$ cat src/rtl/tes_pkg.sv
package tes_pkg;

  localparam int unsigned COORD_BITS_DEF = 16;
  localparam int unsigned FRAC_BITS_DEF  = 16;

  localparam int unsigned NCOORD      = 6;
  localparam int unsigned NLANE       = 6;
  localparam int unsigned K_W         = 32;
  localparam int unsigned LOAD_W      = 39;
  localparam int unsigned LOAD_FRAC   = 8;
  localparam int unsigned LOAD_STEP   = 8;
  localparam int unsigned QUOT_BITS   = 33;
  localparam int unsigned QUEUE_DEPTH = 2;

  localparam int unsigned OUT_DATA_W = ((NLANE * K_W + LOAD_W + 7) / 8) * 8;

  localparam logic [LOAD_W-1:0] LOAD_MAX = '1;
  localparam logic [2:0]        LOAD_DIV = 3'd3;

  // coordinate order in the input word
  localparam int unsigned IDX_XA = 0;
  localparam int unsigned IDX_YA = 1;
  localparam int unsigned IDX_XB = 2;
  localparam int unsigned IDX_YB = 3;
  localparam int unsigned IDX_XC = 4;
  localparam int unsigned IDX_YC = 5;

  // node pairs of the upper triangle: aa ab ac bb bc cc
  localparam int LANE_I [NLANE] = '{0, 0, 0, 1, 1, 2};
  localparam int LANE_J [NLANE] = '{0, 1, 2, 1, 2, 2};

  typedef struct packed {
    logic full;
    logic valid;
  } tes_qstat_t;

endpackage

$ cat src/rtl/tes_queue.sv
module tes_queue #(
  parameter int unsigned W     = 8,
  parameter int unsigned DEPTH = tes_pkg::QUEUE_DEPTH
) (
  input  logic               clk_i,
  input  logic               rst_ni,
  input  logic               push_i,
  input  logic [W-1:0]       data_i,
  input  logic               pop_i,
  output tes_pkg::tes_qstat_t stat_o,
  output logic [W-1:0]       data_o
);

  localparam int unsigned AW = (DEPTH > 1) ? $clog2(DEPTH) : 1;
  localparam int unsigned CW = $clog2(DEPTH + 1);

  logic [W-1:0]  mem_q [DEPTH];
  logic [AW-1:0] wr_q, wr_d, rd_q, rd_d;
  logic [CW-1:0] cnt_q, cnt_d;
  logic          do_push, do_pop;

  assign stat_o.full  = (cnt_q == CW'(DEPTH));
  assign stat_o.valid = (cnt_q != '0);
  assign do_push      = push_i && !stat_o.full;
  assign do_pop       = pop_i && stat_o.valid;
  assign data_o       = mem_q[rd_q];

  always_comb begin
    wr_d  = wr_q;
    rd_d  = rd_q;
    cnt_d = cnt_q;
    if (do_push) begin
      wr_d = (wr_q == AW'(DEPTH - 1)) ? '0 : wr_q + 1'b1;
    end
    if (do_pop) begin
      rd_d = (rd_q == AW'(DEPTH - 1)) ? '0 : rd_q + 1'b1;
    end
    if (do_push && !do_pop) begin
      cnt_d = cnt_q + 1'b1;
    end else if (do_pop && !do_push) begin
      cnt_d = cnt_q - 1'b1;
    end
  end

  always_ff @(posedge clk_i or negedge rst_ni) begin
    if (!rst_ni) begin
      wr_q  <= '0;
      rd_q  <= '0;
      cnt_q <= '0;
    end else begin
      wr_q  <= wr_d;
      rd_q  <= rd_d;
      cnt_q <= cnt_d;
    end
  end

  always_ff @(posedge clk_i) begin
    if (do_push) begin
      mem_q[wr_q] <= data_i;
    end
  end

endmodule

$ cat config.mk
export PLATFORM = sky130hd
export DESIGN_NAME = tes_queue
export DESIGN_NICKNAME = d
export VERILOG_FILES = /design/src/rtl/tes_pkg.sv /design/src/rtl/tes_queue.sv
export SDC_FILE = /design/constraint.sdc
export NUM_CORES = 1
export LEC_CHECK = 0
export ABC_AREA = 0
export BUFFER_PORTS_ARGS = -buffer_cell sky130_fd_sc_hd__buf_2
export CAP_MARGIN = 5
export CORE_MARGIN = 2
export CORE_UTILIZATION = 48
export CTS_CLUSTER_SIZE = 30
export DETAILED_ROUTE_END_ITERATION = 10
export PLACE_DENSITY = 0.74
export SLEW_MARGIN = 25
export SYNTH_ARGS = -nofsm -noshare
export SYNTH_HDL_FRONTEND = slang
export SYNTH_SLANG_ARGS = --single-unit
$ cat constraint.sdc
create_clock -name clk_i -period 1.8 [get_ports clk_i]
set_input_delay 0.18 -clock clk_i [delete_from_list [all_inputs] [get_ports clk_i]]
set_output_delay 0.18 -clock clk_i [all_outputs]
set_load 0.01 [all_outputs]
; ---- Yosys cells after proc, flatten, opt, wreduce, memory -nomap -nowiden
; Memory sizes are Yosys's and may differ from the RTL's.
; Index checks and enable logic that the tools add are counted.
[op_classes]
addsub = 4
n_eq_ne = 1
muxes = 6
n_reduce_logical = 9
[op_table]
columns = op, n
row1 = $logic_and A1 B1 Y1, 4
row2 = $mux W1, 4
row3 = $mux W2, 2
row4 = $reduce_bool A2 Y1, 2
row5 = $logic_not A1 Y1, 3
row6 = $add A1 B1 Y1 const B, 2
row7 = $add A2 B1 Y2 const B, 1
row8 = $eq A2 B2 Y1 const B, 1
row9 = $sub A2 B1 Y2 const B, 1
[totals]
out_inout_bits = 10
mem_bits_rw = 16
mem_count = 1
ff_bits = 4
elab_cells = 24
[memory_table]
columns = memory, words, width, read_ports, rd_clocked_by_memory_dff, write_ports, line_no
row1 = mem_q, 2, 8, 1, 0, 1, tes_queue.sv:17  ; logic [W-1:0] mem_q [DEPTH];

; ---- Logic depth before layout (Yosys ltp)
[logic_depth]
ltp_word = 7
mapped_depth = 7

; ---- Worst setup path before layout
; OpenSTA, ideal clock, no wires.
[synth_timing]
path_kind = reg2reg
start = register cnt_q[0]
end = memory mem_q[0][0], enable pin
stages_incl_launch_ff = 4
arrival_ns = 0.986
required_time_ns = 1.430
slack_ns = 0.444
synth_period_minus_slack_ns = 1.356
setup_ns = 0.370
path_cell_list = dfrtp_1 nand2b_1 nand2_2 nor2_1
[synth_via]
elab_chain_len = 5
[synth_rtl]
columns = item, line_no
row1 = from (decl), tes_queue.sv:19  ; logic [CW-1:0] cnt_q, cnt_d;
row2 = from (signal assigned), tes_queue.sv:53  ; cnt_q <= cnt_d;
row3 = $eq A2 B2 Y1, tes_queue.sv:22  ; assign stat_o.full = (cnt_q == CW'(DEPTH));
row4 = $logic_not A1 Y1, tes_queue.sv:24  ; assign do_push = push_i && !stat_o.full;
row5 = $logic_and A1 B1 Y1, tes_queue.sv:24
row6 = $mux W1, tes_queue.sv:58  ; if (do_push) begin
row7 = $mux W1 (implied by the code), tes_queue.sv:59  ; mem_q[wr_q] <= data_i;
row8 = to (decl), tes_queue.sv:17
; No other way between the ends.

; ---- Final worst setup path
[layout_timing]
start = register rd_q
end = output port data_o[6]
[layout_via]
elab_chain_len = 1
[layout_rtl]
columns = item, line_no
row1 = from (decl), tes_queue.sv:18  ; logic [AW-1:0] wr_q, wr_d, rd_q, rd_d;
row2 = from (signal assigned), tes_queue.sv:52  ; rd_q <= rd_d;
row3 = $mem_v2 Z2 W8, --
row4 = to (decl), tes_queue.sv:11  ; output logic [W-1:0] data_o
; No other way between the ends.

==> summary.txt <==
Route
  – Wire per inst: 12.80 um
  – Pre-antenna DRT Iters: 3
  – Routed Antenna Nets: 0
  – Met2 routed WL: 545 um
  – Via count: 431
  – Max Used Layer: met4
  – Metal-1 WL: 474 um
  – 1st-iter DRT viols: 11
  – Metal3 WL: 47 um
  – Final wirelength: 1101 um
  – DR vias/cell: 5.012
  – Residual DRC: 0

Power and ir drop
  – VDD IR max: 0.8946 mV
  – Net Sw Frac: 30.89%
  – Seq pwr share: 49.9%
  – PwrDens: 1534 mW/mm^2
  – Leak pwr: 0.4038 nW
  – P_int: 0.001018 W
  – Net Switching: 0.0004548 W
  – Comb power frac: 33.3%
  – Clock power frac: 16.8%

Setup path
  – Slowest-stage cell, CP: dfrtp_1
  – Critical path origin: rd_q
  – Crit-path leading delay family: flip-flops
  – Critical Path AT: 1.40 ns
  – CP Class: reg2out
  – Req. time, crit path: 1.62 ns
  – Worst R2R Start: cnt_q[0]
  – CP Launch Type: flip-flop
  – Crit Path Max Fanout: 9
  – Worst-path cell chain: mux2_1 -> buf_2
  – CP bufs+invs: 1
  – CP Capture Type: output port
  – CP max stage delay: 0.59 ns

GRT
  – Pin count of the biggest net entering global routing: 12
  – GR Overflow Total: 0
  – First-pass GRT wire length: 1745 um
  – Number of global-route vias before repair: 422
  – GRT Resource Usage Total: 13.00%
  – Initial antenna violation count: 0

Placement
  – Port Buffer Count: 21
  – Final RePlAce weighted congestion: 0.6636
  – HPWL Detailed: 824.1 um

Floorplanning
  – Die H: 44.46 um
  – Initial Utilization: 51.56%
  – Boundary Pins: 22
  – DIE AREA: 0.001977 mm^2
  – Core area: 0.001524 mm^2
  – Die Wd: 44.46 um
  – # rows: 14

Timing
  – Slew Limit Headroom: 74.01%
  – Fmax: 631.3 MHz
  – Hold slack: 0.07162 ns
  – Final min period: 1.584 ns
  – Slew Viols, Final: 0
  – Final setup violation count: 0
  – Clk_skew: 0.006771 ns
  – Final worst-path cycle share: 88.00%
  – RSZ-0062 raised after global routing: false
  – Final Hold Viols: 0
  – Slew @ Worst Pin: 0.3899 ns
  – Setup TNS: 0 ns

Logic synthesis
  – Register area share after synthesis: 73.89%
  – Synthesized Nets: 57
  – Cell taking the most area after synthesis: edfxtp_1
  – Most used DFF post-synth: edfxtp_1
  – Post-synthesis compound-gate area fraction: 0%
  – Ys Warns: 0
  – Yosys reg bits: 20
  – Post-synthesis mux area share: 11.46%
  – Yosys top cell area share: 61.15%
  – Post-synthesis xor/xnor area fraction: 5.573%
  – EDFF count, synth: 16
  – Top post-synthesis cells by area: edfxtp_1 61%, dfrtp_1 13%, mux2_1 11%
  – Largest family of logic cells by synthesized area: multiplexers
  – Cells after synthesis: 44
  – Post-synthesis simple-gate area fraction: 5.892%
  – Mean post-synth cell area: 17.86 um^2
  – Asr flop ratio synth: 20.00%
  – Yosys cell types: 14
  – Synth Area in Adders: 1.592%
  – Mapped cell area: 785.8 um^2

CTS
  – CTS Buf Count: 3
  – CTS tree: built
  – Clock-pin slew on the worst setup and hold paths: 0.11 ns
  – Post-CTS Setup Repair Bufs: 0
  – Htree depth: 1
  – Max Root-Sink Buffers: 2
  – Worst-Skew Late Latency: 0.29 ns
  – Clock root cell: clkbuf_4
  – Clock sinks: 20

Finish
  – Nets: 84
  – Final Core Density: 62.97%
  – Layout cell share with drive strength beyond 1: 41.43%
  – ANT cells: 0
  – Area delta synth->final: 22.13%

Run
  – Max_cap viols: 0

Hold path
  – Hold_sp: data_i[3]
  – HP Class: in2reg

Outcome
  – Status: completed
-- timing repair --
action	4_1_cts	5_1_grt
hold endpoints to repair	4	0
hold buffers	1	0
gates resized for setup	0	0
-- cell families after synthesis --
group / after synthesis
XOR/XNOR: 5
adder cells (fa/ha/maj): 1
buffers and inverters: 3
flip-flops: 20
multiplexers: 8
AND/OR/NAND/NOR: 7
-- power groups by stage --
stage	clock (W)	sequential, W	combinational [W]
final	0.000248	0.000735	0.000490
after CTS	0.000260	0.000737	0.000502
after detailed placement	0	0.000747	0.000498
after global placement	0	0.000746	0.000484
after floorplan	0	0.000696	0.000372
after global routing	0.000273	0.000754	0.000539
-- cell type report --
class,count,area [um^2]
clock buffers,4,36.28
fillers,121,564.3
inverters,2,7.507
multi-input cells,21,192.7
flip-flops and latches,20,580.6
well taps,16,20.02
repair buffers,23,122.6
-- sequential cells by signal, summed over array words and instances, names as in the netlist --
name   flops
wr_q       1
rd_q       1
cnt_q      2
mem_q     16
-- cells in the mapped netlist, types with 2 or more instances --
master and n:
xor2_1 2, edfxtp_1 16, mux2_1 8, inv_1 2
dfrtp_1 4, nor2_1 2, xnor2_1 3
-- through the flow --
step	setup WS (ns)	cell area, um^2	instances	total power, W
after floorplan	0.4437	785.8	44	0.001068
after global placement	0.4049	913.4	81	0.001230
after detailed placement	0.3606	913.4	81	0.001245
after CTS	0.1939	959.7	86	0.001500
after global routing	0.1413	959.7	86	0.001566
final	0.2159	959.7	86	0.001472
-- placed cells by master, fill, tap and decap left out, types with 2 or more instances in the layout --
cell / count
mux2_1: 8
dfrtp_1: 4
inv_1: 2
xnor2_1: 3
buf_2: 21
xor2_1: 2
edfxtp_1: 16
clkbuf_4: 3
nor2_1: 2
-- worst paths after layout --
kind                                to  slack, ns  depth (start not counted)
setup / recovery             data_o[6]       0.22                          2
max in group asynchronous         rd_q       1.47                          2
hold reg to reg                   wr_q       0.50                          1
setup reg to reg              cnt_q[1]       0.34                          7
min in group asynchronous     cnt_q[1]       0.21                          2
hold / removal             mem_q[0][3]       0.07                          1
-- per-layer routing --
layer  global-route usage (%)  up-vias
met3                    3.673        4
met5                        0        -
met1                    14.01      207
met2                    21.74       11
li1                         -      209
met4                    9.091        0
(Power assumes the default switching activity.)
